[src/rtl/ttee_pkg.sv]
// Shared types, constants and saturation helpers for the tensor-train entry evaluator.
// Used by every module in rtl/ but ttee_ram; depends on nothing.
package ttee_pkg;

  localparam int MAX_DIMS    = 4;
  localparam int MAX_RANK    = 4;
  localparam int MODE_SIZE   = 16;
  localparam int CORE_W      = 2;
  localparam int RANK_W      = 2;
  localparam int MODE_W      = 4;
  localparam int DATA_W      = 32;
  localparam int QUERY_W     = 16;
  localparam int ND_W        = 3;
  localparam int ADDR_W      = CORE_W + MODE_W + RANK_W + RANK_W;
  localparam int STORE_DEPTH = MAX_DIMS * MODE_SIZE * MAX_RANK * MAX_RANK;
  localparam int PADDR_W     = 3;

  localparam logic          ACT_WRITE      = 1'b0;
  localparam logic          ACT_EVAL       = 1'b1;
  localparam logic          REG_NUM_DIMS   = 1'b0;
  localparam logic [ND_W-1:0] NUM_DIMS_RESET = ND_W'(4);

  typedef struct packed {
    logic               is_eval;
    logic [ADDR_W-1:0]  addr;
    logic [DATA_W-1:0]  value;
    logic [QUERY_W-1:0] query;
  } item_t;

  typedef enum logic [2:0] {
    ST_CLEAR,
    ST_IDLE,
    ST_ISSUE,
    ST_WAIT,
    ST_FIN
  } state_t;

  typedef struct packed {
    logic [DATA_W-1:0] val;
    logic              ovf;
  } sat_t;

  // Clamp a 48-bit signed value into the signed 32-bit range.
  function automatic sat_t sat32(input logic signed [47:0] v);
    sat_t r;
    if (v > 48'sh0000_7FFF_FFFF) begin
      r.val = 32'h7FFF_FFFF;
      r.ovf = 1'b1;
    end else if (v < -48'sh0000_8000_0000) begin
      r.val = 32'h8000_0000;
      r.ovf = 1'b1;
    end else begin
      r.val = v[DATA_W-1:0];
      r.ovf = 1'b0;
    end
    return r;
  endfunction

  // Index of the last core in use, with zero and oversized counts clamped.
  function automatic logic [CORE_W-1:0] last_core(input logic [ND_W-1:0] nd);
    logic [CORE_W-1:0] r;
    if (nd == '0) begin
      r = '0;
    end else if (nd > ND_W'(MAX_DIMS)) begin
      r = CORE_W'(MAX_DIMS - 1);
    end else begin
      r = CORE_W'(nd - ND_W'(1));
    end
    return r;
  endfunction

endpackage

[src/rtl/ttee_front.sv]
// Front end: takes input beats, decodes them into store writes or evaluations,
// and holds them in a two-entry queue. Depends on ttee_pkg.
module ttee_front (
  input  logic                            clk,
  input  logic                            rst_n,
  input  logic                            push,
  input  logic                            hold,
  input  logic                            action,
  input  logic [ttee_pkg::CORE_W-1:0]     core_sel,
  input  logic [ttee_pkg::RANK_W-1:0]     row_sel,
  input  logic [ttee_pkg::RANK_W-1:0]     col_sel,
  input  logic [ttee_pkg::MODE_W-1:0]     slice_sel,
  input  logic signed [ttee_pkg::DATA_W-1:0] entry_value,
  input  logic [ttee_pkg::QUERY_W-1:0]    query_index,
  output logic                            full,
  output logic                            item_valid,
  output ttee_pkg::item_t                 item,
  input  logic                            item_pop
);

  ttee_pkg::item_t entry_r [2];
  ttee_pkg::item_t dec;
  logic [1:0] count_r, count_nxt;
  logic       wr_ptr_r, rd_ptr_r;
  logic       do_push, do_pop;

  assign full       = (count_r == 2'd2) || hold;
  assign do_push    = push && !full;
  assign item_valid = (count_r != 2'd0);
  assign do_pop     = item_pop && item_valid;
  assign item       = entry_r[rd_ptr_r];

  always_comb begin
    dec.is_eval = (action == ttee_pkg::ACT_EVAL);
    dec.addr    = {core_sel, slice_sel, row_sel, col_sel};
    dec.value   = entry_value;
    dec.query   = query_index;
  end

  always_comb begin
    count_nxt = count_r;
    if (do_push && !do_pop) begin
      count_nxt = count_r + 2'd1;
    end else if (do_pop && !do_push) begin
      count_nxt = count_r - 2'd1;
    end
  end

  always_ff @(posedge clk) begin
    if (!rst_n) begin
      count_r  <= '0;
      wr_ptr_r <= 1'b0;
      rd_ptr_r <= 1'b0;
    end else begin
      count_r <= count_nxt;
      if (do_push) begin
        wr_ptr_r <= !wr_ptr_r;
      end
      if (do_pop) begin
        rd_ptr_r <= !rd_ptr_r;
      end
    end
  end

  always_ff @(posedge clk) begin
    if (do_push) begin
      entry_r[wr_ptr_r] <= dec;
    end
  end

endmodule

[config.mk]
export PLATFORM = sky130hd
export DESIGN_NAME = ttee_front
export DESIGN_NICKNAME = d
export VERILOG_FILES = /design/src/rtl/ttee_pkg.sv /design/src/rtl/ttee_front.sv
export SDC_FILE = /design/constraint.sdc
export NUM_CORES = 1
export LEC_CHECK = 0
export ABC_AREA = 1
export ABC_CLOCK_PERIOD_IN_PS = 4600
export BUFFER_PORTS_ARGS = -buffer_cell sky130_fd_sc_hd__buf_2
export CAP_MARGIN = 20
export CORE_ASPECT_RATIO = 1.2
export CORE_MARGIN = 5
export CORE_UTILIZATION = 52
export DETAILED_ROUTE_END_ITERATION = 8
export PLACE_DENSITY_LB_ADDON = 0.08
export SLEW_MARGIN = 20
export SYNTH_ARGS = -nofsm -noshare
export SYNTH_HDL_FRONTEND = slang
export SYNTH_SLANG_ARGS = --single-unit
[constraint.sdc]
create_clock -name clk -period 4.6 [get_ports clk]
set_clock_uncertainty 0.05 [all_clocks]
set_input_delay 0.92 -clock clk [delete_from_list [all_inputs] [get_ports clk]]
set_output_delay 0.92 -clock clk [all_outputs]
set_load 0.1 [all_outputs]
== Word-level counts from Yosys, hierarchy flattened ==
Memory sizes are Yosys's and may differ from the RTL's. A register that Yosys moved wholly into a read port is not among the register bits.
Index checks and enable logic that the tools add are counted.

* Bits in writable memories: 118
* Bits in registers: 4
* Memories: 1
* Bits of input ports: 64
* Output and inout port bits: 61
* Word-level logic and storage cells: 25

* Reduce and logical (&&, ||, !) cells: 12
* Mux-type cells: 6
* Add/sub/neg operators: 2
* Equal/unequal tests: 1

{| class="wikitable"
|+ Memories
! memory !! depth !! width !! read ports !! clocked after Yosys merged registers in !! wr ports !! RTL line !! source
|-
| entry_r || 2 || 59 || 1 || 1 || 1 || ttee_front.sv:21 || <nowiki>ttee_pkg::item_t entry_r [2];</nowiki>
|}

{| class="wikitable"
|+ Operator list
! cell !! count
|-
| 1-bit logical NOT || 5
|-
| 1-bit logical AND || 4
|-
| 1-bit two-way mux || 4
|-
| 2-bit two-way mux || 2
|-
| 2-bit nonzero test || 2
|-
| 2-bit by 1-bit adder with 2-bit output (second input constant) || 1
|-
| 2-bit == test (second input constant) || 1
|-
| 2-bit by 1-bit subtractor with 2-bit output (second input constant) || 1
|-
| 1-bit logical OR || 1
|}

== Longest topological paths before layout ==
* Word-level depth: 8
* Gate-level depth with buffers: 11
* Depth with buffers taken out: 11

== Worst setup path before layout ==
No wires, ideal clock.

* Path type: input -> register
* Start: in hold
* End: mem entry_r[0][0] in the netlist's numbering, enable pin
* Setup time: 476 ps
* Path buffers: 0
* Cell stages on the path: 3
* Arrival time: 3,582 ps
* Path slack: 492 ps
* Cells stage by stage: inv_1 -> nand3_1 -> nor2_1

* Word-level cells in the longest chain between the ends: 5

{| class="wikitable"
|+ Ends and longest elaborated chain
! element !! RTL line !! source
|-
| start, declared || ttee_front.sv:7 || <nowiki>input logic hold,</nowiki>
|-
| 1-bit logical OR || ttee_front.sv:27 || <nowiki>assign full = (count_r == 2'd2) || hold;</nowiki>
|-
| 1-bit logical NOT || ttee_front.sv:28 || <nowiki>assign do_push = push && !full;</nowiki>
|-
| 1-bit logical AND || ttee_front.sv:28 ||
|-
| 1-bit two-way mux || ttee_front.sv:66 || <nowiki>if (do_push) begin</nowiki>
|-
| 1-bit two-way mux (not written as such) || ttee_front.sv:67 || <nowiki>entry_r[wr_ptr_r] <= dec;</nowiki>
|-
| end, declared || ttee_front.sv:21 ||
|}

No other way between the ends.

==> results.sh <==
export IMPL_status="completed"
export IMPL_cts_tree="built"
export IMPL_slew_headroom_pct=45.2
export IMPL_cts_sinks=123
export IMPL_start_util_pct=53.3
export IMPL_yosysSeqAreaShare_pct=79.9
export IMPL_remaining_drc_errors=0
export IMPL_avgSynthCellArea_um2=20.3
export IMPL_worst_slew_pin_slew_ns=0.821
export IMPL_die_area_um2=10800
export IMPL_drt_wirelength_per_cell_um=16.4
export IMPL_synth_cells=225
export IMPL_syn_area_um2=4560
export IMPL_rows=37
export IMPL_via_count=2409
export IMPL_power_leakage_nw=2.27
export IMPL_regToRegStartpoint="count_r[0]"
export IMPL_place_congestion=0.747
export IMPL_synth_warning_count=0
export IMPL_fp_dieW_um=95.5
export IMPL_final_common_cell="buf_2"
export IMPL_clk_insertion_delay_late_ns=0.50
export IMPL_grt_use_total_pct=15.8
export IMPL_setup_viol=0
export IMPL_period_minus_slack_ns=3.31
export IMPL_final_cell_mix="buf_2 (124), edfxtp_1 (118), mux2_2 (49)"
export IMPL_finalNetCount=430
export IMPL_ys_ff_latch=123
export IMPL_syn_num_nets=290
export IMPL_cp_arrival_ns=2.34
export IMPL_cts_hold_buf=0
export IMPL_end_kind="primary output"
export IMPL_hold_path_startpoint="rd_ptr_r"
export IMPL_area_growth_pct=28.9
export IMPL_crit_type="reg2out"
export IMPL_clockBufferDepth=2
export IMPL_grt_remaining_overflow=0
export IMPL_rsz0062_at_grt="false"
export IMPL_die_h_um=113
export IMPL_antenna_found_initial=0
export IMPL_clock_tree_root_cell="clkbuf_8"
export IMPL_powerDensity_nw_per_um2=619
export IMPL_core_area_um2=8560
export IMPL_fmax_ghz=0.302
export IMPL_maxSlewViolCount=0
export IMPL_drt_pass1_iterations=4
export IMPL_hpwl_mm=5.45
export IMPL_post_cts_resized=0
export IMPL_wirelength_mm=8.10
export IMPL_hp_class="reg2reg"
export IMPL_maxCapViolCount=0
export IMPL_clk_pin_slew_ns=0.05
export IMPL_grt_pass1_wl_mm=12.3
export IMPL_postLayoutCoreUtil_pct=68.6
export IMPL_final_setup_tns_ns=0
export IMPL_via_per_inst=4.87
export IMPL_critPathLaunchType="flop"
export IMPL_num_io_pins=125
export IMPL_min_period_over_period_pct=72.0
export IMPL_grt_pass1_vias=2533
export IMPL_worstPathRequired_ns=3.63
export IMPL_h_tree_depth=4
export IMPL_post_cts_buffers=0
export IMPL_cp_max_fo=32
export IMPL_ir_worst_vdd_uv=375
export IMPL_finalHoldViolCount=0
export IMPL_antenna_cells=0
export IMPL_io_buffers=124
export IMPL_ant_nets=0
export IMPL_ys_types=16
export IMPL_cts_buffers=17
export IMPL_grt_max_degree=39
export IMPL_drtIter0Drc=107
export IMPL_drive_above_1_share_pct=56.9
registers in the layout (all words and copies together), names as in the netlist, named ones only:
register  cells
rd_ptr_r      1
entry_r     118
wr_ptr_r      1
count_r       2
final timing paths:
check	to	slack, ns	cells after the start
min reg2reg	rd_ptr_r	0.48	2
min	rd_ptr_r	0.48	2
max reg2reg	entry_r[1][28]	2.45	5
max	item[1]	1.29	3
cells by family (layout without fill, tap and decap cells):
logic type / after synthesis / count (layout) / synth area share [%]
buf+inv: 18 / 171 / 2.17
fa+ha+maj: 1 / 1 / 0.274
compound gates: 3 / 3 / 0.384
simple gates: 21 / 21 / 1.89
mux: 59 / 59 / 15.4
flops: 123 / 123 / 79.9
synthesized netlist by cell type, drive strengths merged:
| library cell | n | area [um^2] |
|---|---|---|
| nand4 | 2 | 12.5 |
| edfxtp | 118 | 3540 |
| dfxtp | 5 | 100 |
| ha | 1 | 12.5 |
| nor2 | 6 | 22.5 |
| o21a | 1 | 7.51 |
| inv | 11 | 41.3 |
| mux2 | 59 | 702 |
| o21ai | 1 | 5.00 |
| a21oi | 1 | 5.00 |
| nand3 | 2 | 10.0 |
| buf | 7 | 57.6 |
| nand2 | 11 | 41.3 |
routing by layer:
metal	vias up	global-route usage [%]	wire length [um]
li1	1142	-	-
met1	1180	17.2	3190
met2	79	26.2	4190
met3	8	8.24	620
met4	0	5.98	102
met5	-	0	0
power breakdown:
group / internal [mW] / leakage, nW / switching, mW / total (mW)
Combinational: 0.211 / 0.873 / 0.851 / 1.06
Sequential: 1.31 / 1.12 / 0.0418 / 1.35
Clock: 0.812 / 0.276 / 0.412 / 1.22
critical path, stage by stage (launching register included):
cell and delay [ns]:
dfxtp_2 0.85, buf_12 0.29, mux2_2 0.38, buf_2 0.30
metrics by stage:
stage                     instances  hold WS, ns  total power, mW  setup WS (ns)  instance area (um^2)
after global routing            495        0.523             3.76           1.19                  5880
after detailed placement        463        0.443             2.44           1.79                  5320
after global placement          463        0.431             2.43           1.80                  5320
after CTS                       495        0.489             3.68           1.25                  5880
after floorplan                 225        0.417             2.29          0.492                  4560
final                           495        0.483             3.64           1.29                  5880
final cells by class:
type                    instances  area [um^2]
well taps                     117          146
flip-flops and latches        123         3640
fillers                       609         2690
clock buffers                  21          429
inverters                      11         41.3
multi-input cells              84          826
clock inverters                11          126
repair buffers                128          663
Power figures use the tool's default switching activity.
